File: src/hdl/svd_pkg.sv
// shared types and constants for the signed varint stream decoder
`timescale 1ns / 1ps

package svd_pkg;

	localparam int unsigned MagW   = 31;
	localparam int unsigned ValueW = 32;
	localparam int unsigned IdxW   = 3;
	localparam int unsigned LastIdx = 4;

	typedef enum logic [2:0] {
		ST_OK       = 3'd0,
		ST_TRUNC    = 3'd1,
		ST_TOOLONG  = 3'd2,
		ST_OVERLONG = 3'd3,
		ST_OVERFLOW = 3'd4
	} status_t;

	// decoder state carried between bytes
	typedef struct packed {
		logic [MagW-1:0] acc;
		logic            sign;
		logic [IdxW-1:0] idx;
	} dec_state_t;

	// one finished code
	typedef struct packed {
		logic              emit;
		logic [ValueW-1:0] value;
		logic [2:0]        used;
		status_t           status;
	} dec_result_t;

endpackage

File: src/hdl/svd_if.sv
// valid/ready channel interfaces for byte input and decoded output
`timescale 1ns / 1ps

interface svd_in_if;
	logic       valid;
	logic       ready;
	logic [7:0] data_byte;
	logic       buffer_end;

	modport source (output valid, output data_byte, output buffer_end, input ready);
	modport sink (input valid, input data_byte, input buffer_end, output ready);
endinterface

interface svd_out_if;
	logic               valid;
	logic               ready;
	logic signed [31:0] decoded_value;
	logic [2:0]         bytes_used;
	logic [2:0]         status;

	modport source (output valid, output decoded_value, output bytes_used, output status,
		input ready);
	modport sink (input valid, input decoded_value, input bytes_used, input status,
		output ready);
endinterface

File: src/hdl/svd_decode.sv
// combinational step: one byte against the current state gives next state and result
`timescale 1ns / 1ps

module svd_decode (
	input  logic               [7:0] data_byte,
	input  logic                     buffer_end,
	input  svd_pkg::dec_state_t      cur,
	output svd_pkg::dec_state_t      nxt,
	output svd_pkg::dec_result_t     res
);
	import svd_pkg::*;

	logic            cont;
	logic [IdxW-1:0] idx_c;
	logic [MagW-1:0] shifted;
	dec_state_t      upd;
	status_t         st;
	logic            emit;

	assign cont = data_byte[7];

	// an index past the fifth byte behaves as the fifth byte
	always_comb begin
		if (cur.idx > IdxW'(LastIdx)) begin
			idx_c = IdxW'(LastIdx);
		end else begin
			idx_c = cur.idx;
		end
	end

	// position of the seven payload bits for middle bytes
	always_comb begin
		case (idx_c)
			3'd1:    shifted = {18'b0, data_byte[6:0], 6'b0};
			3'd2:    shifted = {11'b0, data_byte[6:0], 13'b0};
			3'd3:    shifted = {4'b0, data_byte[6:0], 20'b0};
			default: shifted = '0;
		endcase
	end

	// accumulate and classify
	always_comb begin
		upd  = cur;
		emit = 1'b0;
		st   = ST_OK;
		if (idx_c == '0) begin
			upd.acc  = {25'b0, data_byte[5:0]};
			upd.sign = data_byte[6];
			if (!cont) begin
				emit = 1'b1;
			end else if (buffer_end) begin
				emit = 1'b1;
				st   = ST_TRUNC;
			end else begin
				upd.idx = IdxW'(1);
			end
		end else if (idx_c < IdxW'(LastIdx)) begin
			upd.acc = cur.acc | shifted;
			if (cont) begin
				if (buffer_end) begin
					emit = 1'b1;
					st   = ST_TRUNC;
				end else begin
					upd.idx = idx_c + IdxW'(1);
				end
			end else begin
				emit = 1'b1;
				if (data_byte == 8'h00) begin
					st = ST_OVERLONG;
				end
			end
		end else begin
			// fifth byte carries only four bits
			emit = 1'b1;
			if (cont) begin
				st = ST_TOOLONG;
			end else if (data_byte == 8'h00) begin
				st = ST_OVERLONG;
			end else if (data_byte[6:4] != 3'b000) begin
				st = ST_OVERFLOW;
			end else begin
				upd.acc = cur.acc | {data_byte[3:0], 27'b0};
			end
		end
	end

	// result fields, state clears after every result
	always_comb begin
		res.emit   = emit;
		res.used   = idx_c + IdxW'(1);
		res.status = st;
		if (st != ST_OK) begin
			res.value = '0;
		end else if (upd.sign) begin
			res.value = ~{1'b0, upd.acc};
		end else begin
			res.value = {1'b0, upd.acc};
		end
		if (emit) begin
			nxt = '0;
		end else begin
			nxt = upd;
		end
	end

endmodule

File: src/hdl/svd_out_reg.sv
// output register holding one result until the downstream side takes it
`timescale 1ns / 1ps

module svd_out_reg (
	input  logic                 clk,
	input  logic                 arst_n,
	input  logic                 load,
	input  svd_pkg::dec_result_t res,
	output logic                 free,
	svd_out_if.source            out_ch
);
	import svd_pkg::*;

	logic              valid_q;
	logic [ValueW-1:0] value_q;
	logic [2:0]        used_q;
	status_t           status_q;

	assign free = !valid_q || out_ch.ready;

	// valid flag
	always_ff @(posedge clk or negedge arst_n) begin
		if (!arst_n) begin
			valid_q <= 1'b0;
		end else if (load) begin
			valid_q <= 1'b1;
		end else if (out_ch.ready) begin
			valid_q <= 1'b0;
		end
	end

	// payload
	always_ff @(posedge clk) begin
		if (load) begin
			value_q  <= res.value;
			used_q   <= res.used;
			status_q <= res.status;
		end
	end

	assign out_ch.valid         = valid_q;
	assign out_ch.decoded_value = value_q;
	assign out_ch.bytes_used    = used_q;
	assign out_ch.status        = status_q;

endmodule

File: src/hdl/signed_varint_stream_decoder.sv
// top level of the sign-prefixed varint stream decoder
// a byte transaction passes through the input register and then the result register
// throughput: one byte per cycle while no result is stalled, set by the accumulator update loop
// a result stalled downstream holds the input register only if that byte also ends a code
// reset: arst_n clears the input and output valid flags and the decoder state at once
`timescale 1ns / 1ps

module signed_varint_stream_decoder (
	input logic        clk,
	input logic        arst_n,
	svd_in_if.sink     in_ch,
	svd_out_if.source  out_ch
);
	import svd_pkg::*;

	logic        valid_s1;
	logic [7:0]  data_s1;
	logic        end_s1;
	dec_state_t  state_q;
	dec_state_t  state_nxt;
	dec_result_t res;
	logic        out_free;
	logic        adv_s1;
	logic        load_out;

	// stage 1 moves on unless its result has nowhere to go
	assign adv_s1      = valid_s1 && (!res.emit || out_free);
	assign load_out    = valid_s1 && res.emit && out_free;
	assign in_ch.ready = !valid_s1 || adv_s1;

	// input register valid
	always_ff @(posedge clk or negedge arst_n) begin
		if (!arst_n) begin
			valid_s1 <= 1'b0;
		end else if (in_ch.ready) begin
			valid_s1 <= in_ch.valid;
		end
	end

	// input register payload
	always_ff @(posedge clk) begin
		if (in_ch.valid && in_ch.ready) begin
			data_s1 <= in_ch.data_byte;
			end_s1  <= in_ch.buffer_end;
		end
	end

	// decoder state
	always_ff @(posedge clk or negedge arst_n) begin
		if (!arst_n) begin
			state_q <= '0;
		end else if (adv_s1) begin
			state_q <= state_nxt;
		end
	end

	svd_decode u_decode (
		.data_byte  (data_s1),
		.buffer_end (end_s1),
		.cur        (state_q),
		.nxt        (state_nxt),
		.res        (res)
	);

	svd_out_reg u_out (
		.clk    (clk),
		.arst_n (arst_n),
		.load   (load_out),
		.res    (res),
		.free   (out_free),
		.out_ch (out_ch)
	);

endmodule

File: src/flat_wrapper.sv
// flat-port wrapper written by rule: the top's interface ports become plain ports
module signed_varint_stream_decoder_flat import svd_pkg::*;
  (clk, arst_n, in_ch_valid, in_ch_data_byte, in_ch_buffer_end, in_ch_ready, out_ch_valid, out_ch_decoded_value, out_ch_bytes_used, out_ch_status, out_ch_ready);
  svd_in_if in_ch_i ();
  svd_out_if out_ch_i ();
  input logic clk;
  input logic arst_n;
  input wire logic [$bits(in_ch_i.valid)-1:0] in_ch_valid;
  input wire logic [$bits(in_ch_i.data_byte)-1:0] in_ch_data_byte;
  input wire logic [$bits(in_ch_i.buffer_end)-1:0] in_ch_buffer_end;
  output wire logic [$bits(in_ch_i.ready)-1:0] in_ch_ready;
  output wire logic [$bits(out_ch_i.valid)-1:0] out_ch_valid;
  output wire logic [$bits(out_ch_i.decoded_value)-1:0] out_ch_decoded_value;
  output wire logic [$bits(out_ch_i.bytes_used)-1:0] out_ch_bytes_used;
  output wire logic [$bits(out_ch_i.status)-1:0] out_ch_status;
  input wire logic [$bits(out_ch_i.ready)-1:0] out_ch_ready;
  assign in_ch_i.valid = in_ch_valid;
  assign in_ch_i.data_byte = in_ch_data_byte;
  assign in_ch_i.buffer_end = in_ch_buffer_end;
  assign in_ch_ready = in_ch_i.ready;
  assign out_ch_valid = out_ch_i.valid;
  assign out_ch_decoded_value = out_ch_i.decoded_value;
  assign out_ch_bytes_used = out_ch_i.bytes_used;
  assign out_ch_status = out_ch_i.status;
  assign out_ch_i.ready = out_ch_ready;
  signed_varint_stream_decoder u_core (.clk(clk), .arst_n(arst_n), .in_ch(in_ch_i), .out_ch(out_ch_i));
endmodule
File: config.mk
export PLATFORM = sky130hd
export DESIGN_NAME = signed_varint_stream_decoder_flat
export DESIGN_NICKNAME = d
export VERILOG_FILES = /design/src/hdl/svd_pkg.sv /design/src/hdl/svd_if.sv /design/src/hdl/svd_decode.sv /design/src/hdl/svd_out_reg.sv /design/src/hdl/signed_varint_stream_decoder.sv /design/src/flat_wrapper.sv
export SDC_FILE = /design/constraint.sdc
export NUM_CORES = 1
export LEC_CHECK = 0
export BUFFER_PORTS_ARGS = -buffer_cell sky130_fd_sc_hd__buf_2
export CELL_PAD_IN_SITES_DETAIL_PLACEMENT = 1
export CELL_PAD_IN_SITES_GLOBAL_PLACEMENT = 2
export CORE_MARGIN = 2
export CORE_UTILIZATION = 41
export DETAILED_ROUTE_END_ITERATION = 10
export PLACE_DENSITY_LB_ADDON = 0.2
export SYNTH_ARGS = -nofsm -noshare
export SYNTH_HDL_FRONTEND = slang
export SYNTH_SLANG_ARGS = --single-unit
File: constraint.sdc
create_clock -name clk -period 6 [get_ports clk]
set_input_delay 0.6 -clock clk [delete_from_list [all_inputs] [get_ports clk]]
set_output_delay 0.6 -clock clk [all_outputs]
set_load 0.05 [all_outputs]
==> out/metrics.yaml, run 1 <==
core.rowCount: 36
gp_congestion: 0.793
outcome: "finished clean"
layout_common_cells: "52 x buf_2, 47 x edfxtp_1, 39 x a21oi_1"
synthToLayoutAreaGrowth_pct: 11.9
maxSlewHeadroom: 0.205
synth_edf_count: 47
synth_flop_cell: "edfxtp_1"
cp.required_ps: 6210
r2r-start: "u_core.state_q[2]"
post-route-util: 0.473
die_x_um: 105
yosysUniqueCellTypes: 43
fin_worst_skew_ps: 9.36
timing.final.ws_setup_ps: 2770
clockBufferDepth: 2
holdBufCountCts: 0
dr.pass1.iters: 4
hpwl_um: 6550
ios: 53
die-area_sq_um: 10900
finalWirelength_um: 10400
insertion_delay_ps: 360
final_hold_viol_count: 0
post_route_cells_drive_above_1_share: 0.197
yosysWarnings: 0
cap_violations: 0
cp_data_arrival_time_ps: 3430
start_util: 0.423
reg2reg_slack_ps: 2770
ff2ff_path_depth: 8
n_antenna_cell: 0
end_kind: "flop"
worstMarginPinSlew_ps: 1190
viasPerCell: 5.62
critPathLaunchType: "flop"
ant_nets: 0
p_leak_uw: 0.00191
pwr_density_cell_nw_per_um2: 315
synth_seq_cells: 84
synthCells: 380
whs_ps: 360
routed-via-count: 3115
grt_max_degree: 42
drt-initial-drc-count: 88
first_global_vias: 3193
path_clk_slew_ps: 90
period_needed_ps: 3230
port_buffers: 52
cts_resized: 0
place_ws_ps: 2860
r2r_end: "u_core.u_out.out_ch.decoded_value[15]"
ir_drop_v: 0.000141
grt_use_total: 0.201
avgSynthCellArea_sq_um: 10.9
rsz0062_at_grt: "false"
finalSetupViolCount: 0
post-route-period-util: 0.538
critical_path_class: "reg -> reg"
seq_area_frac_synth: 0.563
cts_tree: "built"
max_freq_mhz: 310
syn_area_sq_um: 4150
gr-total-overflow: 0
grt_pass1_wl_um: 17100
post_cts_buffers: 0
final_common_cell: "buf_2"
slew_viol_final: 0
clock_sinks: 84
fin_nets: 434
ctsRootBufferMaster: "clkbuf_8"
min_path_type: "in -> async"
crit_fanout: 39
tns_ps: 0
total_power_uw: 1470
wire_per_inst_um: 18.8
synth_nets: 398
fp.dieH_um: 105
core_sq_um: 9820
htreeDepth: 3
drc: 0
antenna_found_initial: 0
cts_buffers: 9
async_reset_ff_frac: 0.440
power breakdown:
group	internal, uW	leakage [uW]	switching (uW)
Combinational	105	0.000866	277
Clock	153	0.0000876	222
Sequential	675	0.000961	33.5
worst max-delay path by stage:
stage | slack [ps] | cells past startpoint | to | from
6_report | 2770 | 8 | u_core.u_out.out_ch.decoded_value[15] | u_core.state_q[2]
5_1_grt | 2510 | 8 | u_core.u_out.out_ch.decoded_value[15] | u_core.state_q[2]
4_1_cts | 2810 | 8 | u_core.u_out.out_ch.decoded_value[15] | u_core.state_q[2]
3_5_place_dp | 2860 | 8 | u_core.u_out.out_ch.decoded_value[15] | u_core.state_q[2]
3_3_place_gp | 2940 | 8 | u_core.u_out.out_ch.decoded_value[14] | u_core.state_q[2]
2_1_floorplan | 3040 | 2 | u_core.u_out.out_ch.bytes_used[0] | u_core.u_out.out_ch.valid
synthesized netlist by cell type, drive strengths merged (5+ instances only):
library cell | number | area share
a311oi | 6 | 0.013
nor4 | 7 | 0.012
xnor2 | 6 | 0.013
clkbuf | 11 | 0.0099
and3b | 12 | 0.025
edfxtp | 47 | 0.34
nor3 | 8 | 0.011
o21ai | 18 | 0.023
ha | 5 | 0.015
xor2 | 6 | 0.013
a21oi | 39 | 0.047
or4 | 6 | 0.011
and2 | 5 | 0.0075
nand4 | 6 | 0.0090
dfrtp | 37 | 0.22
buf | 21 | 0.027
a31oi | 5 | 0.0075
nand2 | 10 | 0.0090
a22o | 10 | 0.021
inv | 8 | 0.0072
or3 | 14 | 0.021
a211oi | 10 | 0.018
nor2 | 38 | 0.034
nand2b | 5 | 0.0075
nand3 | 12 | 0.014
worst max-delay path, stage by stage (launching register included):
cell and delay [ps]:
dfrtp_1 810, inv_1 250, nand2_1 200, ha_1 330, nand2b_1 200, buf_4 320, nor2_1 640, a311oi_1 110
a31oi_1 220
cells by family after synthesis:
group / count (synthesis) / synth area share
adders and majority gates: 5 / 0.0151
AOI/OAI and AO/OA: 97 / 0.148
and+or+nand+nor: 138 / 0.194
muxes: 4 / 0.0102
buffers and inverters: 40 / 0.0443
DFF: 84 / 0.563
xor gates and xnor gates: 12 / 0.0253
layer usage:
metal	global-route usage	vias to the layer above	share of wire
met5	0	-	0
met4	0.0533	0	0.011
met3	0.0393	10	0.041
met2	0.329	60	0.49
met1	0.274	1565	0.46
li1	-	1480	-
final cells by class:
cell class | instances | area (sq um)
clock buffers | 9 | 124
clock inverters | 7 | 51.3
fillers | 1112 | 5170
inverters | 8 | 30.0
multi-input cells | 256 | 1640
flip-flops and latches | 84 | 2340
well taps | 133 | 166
repair buffers | 57 | 298
state kept, by name, summed over array words and instances, names as in the netlist:
signal,cells
u_core.end_s1,1
u_core.valid_s1,1
u_core.state_q,35
u_core.u_out.out_ch.status,3
u_core.u_out.out_ch.valid,1
u_core.data_s1,8
u_core.u_out.out_ch.decoded_value,32
u_core.u_out.out_ch.bytes_used,3
through the flow:
stage | cell area (sq um) | cells
2_1_floorplan | 4150 | 380
3_3_place_gp | 4470 | 538
3_5_place_dp | 4470 | 538
4_1_cts | 4650 | 554
5_1_grt | 4650 | 554
6_report | 4650 | 554
No activity file was read; power rests on OpenSTA's default activity.
==> run 2, diff against run 1 <==
Settings changed: CORE_UTILIZATION 41 to 34.
Clock period 6 ns to 2.6 ns, I/O delays scaled along.
==> run 2 against run 1 <==
Effect of this change: critical path depth unchanged; clock-buffer cell count rose by 5; clock power rose to 3.2 times the previous value.
==> out/metrics.yaml, run 2 (same netlist as run 1, synthesis figures left out) <==
finalSetupViolCount: 0  # unchanged
critical_path.endpoint: "u_core.u_out.out_ch.decoded_value[12]"
ir_drop_v: 0.000368  # +160%
insertion_delay_ps: 340  # -20 ps
clock_sinks: 84  # unchanged
n_antenna_cell: 0  # unchanged
wire_per_inst_um: 18.3  # -3.0%
port_buffers: 52  # unchanged
cts_buffers: 9  # unchanged
post-route-period-util: 0.892  # +0.354
hpwl_um: 6990  # +6.7%
grt_use_total: 0.172  # -0.0289
slew_viol_final: 0  # unchanged
ant_nets: 0  # unchanged
cts_tree: "built"
cp_slowest_cell: "dfrtp_1"
cp_cell_sequence: "inv_1 -> nand2_1 -> ha_1 -> nor2b_1 -> buf_4 -> mux2_2 -> or3_1 -> a21oi_1"
tns_ps: 0  # unchanged
clockBufferDepth: 2  # unchanged
reg2reg_slack_ps: 280  # -2490 ps
r2r-start: "u_core.state_q[2]"
fp.dieH_um: 115  # +9.4%
p_leak_uw: 0.00202  # +5.5%
finalWirelength_um: 10600  # +1.4%
end_kind: "flop"
ff2ff_path_depth: 8  # unchanged
dr.pass1.iters: 4  # unchanged
cp.depth: 8  # unchanged
ctsRootBufferMaster: "clkbuf_16"
fin_nets: 445  # +2.5%
critPathBufInv: 2  # unchanged
first_global_vias: 3050  # -4.5%
layout_common_cells: "52 x buf_2, 47 x edfxtp_1, 39 x a21oi_1"
rsz0062_at_grt: "false"
gr-usage-met1: 0.240  # -0.0337
fill_cells: 1323  # +19%
min_path_type: "in -> async"
core_sq_um: 12000  # +22%
max_freq_mhz: 431  # +39%
final_common_cell: "buf_2"
antenna_found_initial: 0  # unchanged
pwr_density_cell_nw_per_um2: 773  # +140%
period_needed_ps: 2320  # -910 ps
critical_path.startpoint: "u_core.state_q[2]"
die-area_sq_um: 13100  # +20%
cts_resized: 0  # unchanged
drc: 0  # unchanged
largest_register: "u_core.state_q"
crit_fanout: 21  # -46%
start_util: 0.347  # -0.0757
busiest_layer: "met2"
worstMarginPinSlew_ps: 905  # -285 ps
cap_violations: 0  # unchanged
post_cts_buffers: 0  # unchanged
htreeDepth: 3  # unchanged
final_cells: 579  # +4.5%
cp.required_ps: 2760  # -3450 ps
holdBufCountCts: 0  # unchanged
critical_path_class: "reg -> reg"
viasPerCell: 5.46  # -2.8%
core.rowCount: 40  # +11%
outcome: "finished clean"
grt_pass1_wl_um: 17000  # -0.85%
grt_max_degree: 42  # unchanged
drt-initial-drc-count: 115  # +31%
largest_reg_flops: 35  # unchanged
r2r_end: "u_core.u_out.out_ch.decoded_value[12]"
die_x_um: 115  # +9.4%
grtUsageMet3: 0.0302  # -0.00913
critPathLaunchType: "flop"
path_clk_slew_ps: 60  # -30 ps
ios: 53  # unchanged
cp_data_arrival_time_ps: 2480  # -950 ps
gp_congestion: 0.786  # -0.95%
gr-total-overflow: 0  # unchanged
crit_family: "simple AND/OR/NAND/NOR gates"
post_route_cells_drive_above_1_share: 0.211  # +0.0135
final_hold_viol_count: 0  # unchanged
use_met2: 0.265  # -0.0644
fin_worst_skew_ps: 4.15  # -5.21 ps
maxSlewHeadroom: 0.396  # +0.192
synthToLayoutAreaGrowth_pct: 16.7
routed-via-count: 3164  # +1.6%
dp.cells: 563  # +4.6%
cp_slowest_stage_delay_ps: 370  # -440 ps
[run 2: report_power, final]
part | switching (uW) | internal (uW)
Combinational | 654 | 259
Clock | 506 | 697
Sequential | 66.7 | 1560
Total | 1230 | 2520
[run 2: per-stage QoR]
stage / util / hold WS [ps] / total power, uW / worst slack (ps) / cell area, sq um
after floorplan: - / -35.6 / 2340 / 346 / 4150
after global placement: 0.382 / 436 / 2560 / 322 / 4570
after detailed placement: 0.382 / 439 / 2580 / 303 / 4570
after CTS: 0.405 / 79.8 / 3790 / 269 / 4840
after global routing: 0.405 / 78.8 / 3920 / 98.6 / 4840
final: 0.405 / 46.9 / 3740 / 282 / 4840
[run 2: routing by layer]
| layer | share of wire | vias to the layer above | wire, um |
|---|---|---|---|
| met2 | 0.46 | 76 | 4850 |
| li1 | - | 1509 | - |
| met5 | 0 | - | 0 |
| met1 | 0.49 | 1568 | 5160 |
| met3 | 0.036 | 11 | 382 |
| met4 | 0.018 | 0 | 186 |
[run 2: layout make-up]
class                      count  area (sq um)  area share
clock inverter                 2          10.0     0.00207
inverter                       8          30.0     0.00620
tap                          147           184      0.0380
clock buffer                  14           264      0.0545
timing repair buffer          68           380      0.0785
sequential                    84          2340       0.483
multi-input combinational    256          1640       0.338
[run 2: worst reg2reg max path: stages (launching register included)]
cell	delay (ps)
dfrtp_1	370
inv_1	140
nand2_1	140
ha_1	310
nor2b_1	160
buf_4	210
mux2_2	270
or3_1	300
a21oi_1	230
[run 2: worst min-delay path by stage]
stage,from,slack (ps),endpoint,cells past startpoint
final,arst_n,50,u_core.state_q[6],1
after global routing,in_ch_data_byte[5],80,u_core.data_s1[5],1
after CTS,arst_n,80,u_core.state_q[20],1
after detailed placement,in_ch_data_byte[5],440,u_core.data_s1[5],1
after global placement,in_ch_data_byte[5],440,u_core.data_s1[5],1
after floorplan,arst_n,-40,u_core.state_q[0],0
==> run 3, diff against run 2 <==
Settings changed: CORE_UTILIZATION 34 to 41.
Clock period 2.6 ns to 2.7 ns, I/O delays scaled along.
==> run 3 against run 2 <==
Effect of this change: hold slack worse by 12 ps; clock power down 22%; total power down 9.9%; via count up 0.35%; fmax down 1.5%; critical path depth unchanged; global-route usage up 2.8 points; critical endpoint is now u_core.u_out.out_ch.decoded_value[30].
==> out/metrics.yaml, run 3 (same netlist as run 1, synthesis figures left out) <==
outcome: "finished clean"
post_cts_buffers: 0  # unchanged
wire_per_inst_um: 18.3  # +0.26%
cts_tree: "built"
final_common_cell: "buf_2"
post-route-util: 0.484  # +0.0790
routed-via-count: 3175  # +0.35%
maxSlewHeadroom: 0.390  # -0.00691
cp_slowest_stage_delay_ps: 390  # +20 ps
grt_use_total: 0.200  # +0.0276
critical_path_class: "reg -> reg"
ant_nets: 0  # unchanged
post-route-period-util: 0.872  # -0.0201
cts_resized: 0  # unchanged
gr-total-overflow: 0  # unchanged
drc: 0  # unchanged
htreeDepth: 3  # unchanged
ios: 53  # unchanged
pwr_density_cell_nw_per_um2: 710  # -8.1%
cp_cell_sequence: "inv_1 -> nand2_1 -> ha_1 -> nand2b_1 -> nand4_1 -> o211ai_1 -> buf_4 -> a211oi_1"
p_leak_uw: 0.00198  # -2.0%
cp_slowest_cell: "buf_4"
period_needed_ps: 2350  # +34.9 ps
final_hold_viol_count: 0  # unchanged
largest_register: "u_core.state_q"
finalSetupViolCount: 0  # unchanged
ir_drop_v: 0.000362  # -1.6%
p_sw_uw: 1150  # -6.4%
cp.required_ps: 2780  # +20 ps
switching_share: 0.340  # +0.0125
critPathLaunchType: "flop"
viasPerCell: 5.64  # +3.2%
first_global_vias: 3097  # +1.5%
cts_buffers: 9  # unchanged
die-area_sq_um: 10900  # -17%
finalWirelength_um: 10300  # -2.5%
fin_worst_skew_ps: 9.34  # +5.19 ps
layout_common_cells: "52 x buf_2, 47 x edfxtp_1, 39 x a21oi_1"
end_kind: "flop"
synthToLayoutAreaGrowth_pct: 14.5
drt-initial-drc-count: 115  # unchanged
antenna_found_initial: 0  # unchanged
core_sq_um: 9820  # -18%
grt_pass1_wl_um: 16800  # -1.4%
crit_fanout: 32  # +52%
dr.pass1.iters: 4  # unchanged
n_antenna_cell: 0  # unchanged
fin_nets: 443  # -0.45%
p_comb_frac: 0.262  # +0.018
path_clk_slew_ps: 90  # +30 ps
min_path_type: "in -> async"
post_route_cells_drive_above_1_share: 0.212  # +0.000980
holdBufCountCts: 0  # unchanged
start_util: 0.423  # +0.0757
clock_sinks: 84  # unchanged
whs_ps: 35.0  # -12.0 ps
slew_viol_final: 0  # unchanged
clockBufferDepth: 2  # unchanged
gp_congestion: 0.821  # +4.5%
die_x_um: 105  # -8.6%
cap_violations: 0  # unchanged
tns_ps: 0  # unchanged
cp_data_arrival_time_ps: 2440  # -40 ps
rsz0062_at_grt: "false"
timing.final.ws_setup_ps: 347  # +65.1 ps
core.rowCount: 36  # -10%
sequentialPowerShare: 0.462  # +0.027
max_freq_mhz: 425  # -1.5%
grt_max_degree: 42  # unchanged
ctsRootBufferMaster: "clkbuf_8"
worstMarginPinSlew_ps: 916  # +10.4 ps
largest_reg_flops: 35  # unchanged
p_int_uw: 2230  # -12%
port_buffers: 52  # unchanged
hpwl_um: 6700  # -4.1%
fp.dieH_um: 105  # -8.6%
insertion_delay_ps: 370  # +30 ps
clkPwrFrac: 0.276  # -0.045
place_ws_ps: 336  # +33.0 ps
## run 3: power groups by stage
stage | sequential, uW | clock [uW] | combinational [uW]
floorplan | 1820 | 0 | 428
global placement | 1580 | 0 | 873
detailed placement | 1590 | 0 | 888
CTS | 1560 | 950 | 890
global route | 1570 | 1000 | 955
finish | 1560 | 932 | 882
## run 3: path summary, 6_finish.rpt
kind | startpoint | end | slack, ps | depth (start not counted)
max | u_core.state_q[2] | u_core.u_out.out_ch.decoded_value[30] | 350 | 8
min | arst_n | u_core.state_q[31] | 30 | 1
max reg2reg | u_core.state_q[2] | u_core.u_out.out_ch.decoded_value[30] | 350 | 8
min reg2reg | u_core.state_q[0] | u_core.state_q[0] | 510 | 1
max in group asynchronous | arst_n | u_core.state_q[10] | 2090 | 1
min in group clk | in_ch_data_byte[6] | u_core.data_s1[6] | 80 | 1
## run 3: area by class of cell
| type | count | area (sq um) |
|---|---|---|
| fillers | 1101 | 5070 |
| flip-flops and latches | 84 | 2340 |
| multi-input cells | 256 | 1640 |
| repair buffers | 66 | 378 |
| well taps | 133 | 166 |
| clock buffers | 12 | 155 |
| clock inverters | 4 | 47.5 |
| inverters | 8 | 30.0 |
## run 3: per-stage QoR
step	area, sq um	power [uW]	cells
after global routing	4750	3530	563
after CTS	4750	3400	563
after detailed placement	4550	2480	547
after floorplan	4150	2250	380
final	4750	3370	563
after global placement	4550	2460	547
## run 3: worst max-delay path: cells and delay by family (launching register included)
| kind | cells | cell delay, ps |
|---|---|---|
| flip-flops | 1 | 380 |
| AO/OA/AOI/OAI | 2 | 300 |
| buffers and inverters | 2 | 540 |
| AND/OR/NAND/NOR | 3 | 530 |
| adder cells (fa/ha/maj) | 1 | 320 |
## run 3: layer usage
metal / track usage / wire length, um
met4: 0.0629 / 160
met5: 0 / 0
met2: 0.323 / 4950
met3: 0.0418 / 464
met1: 0.270 / 4740
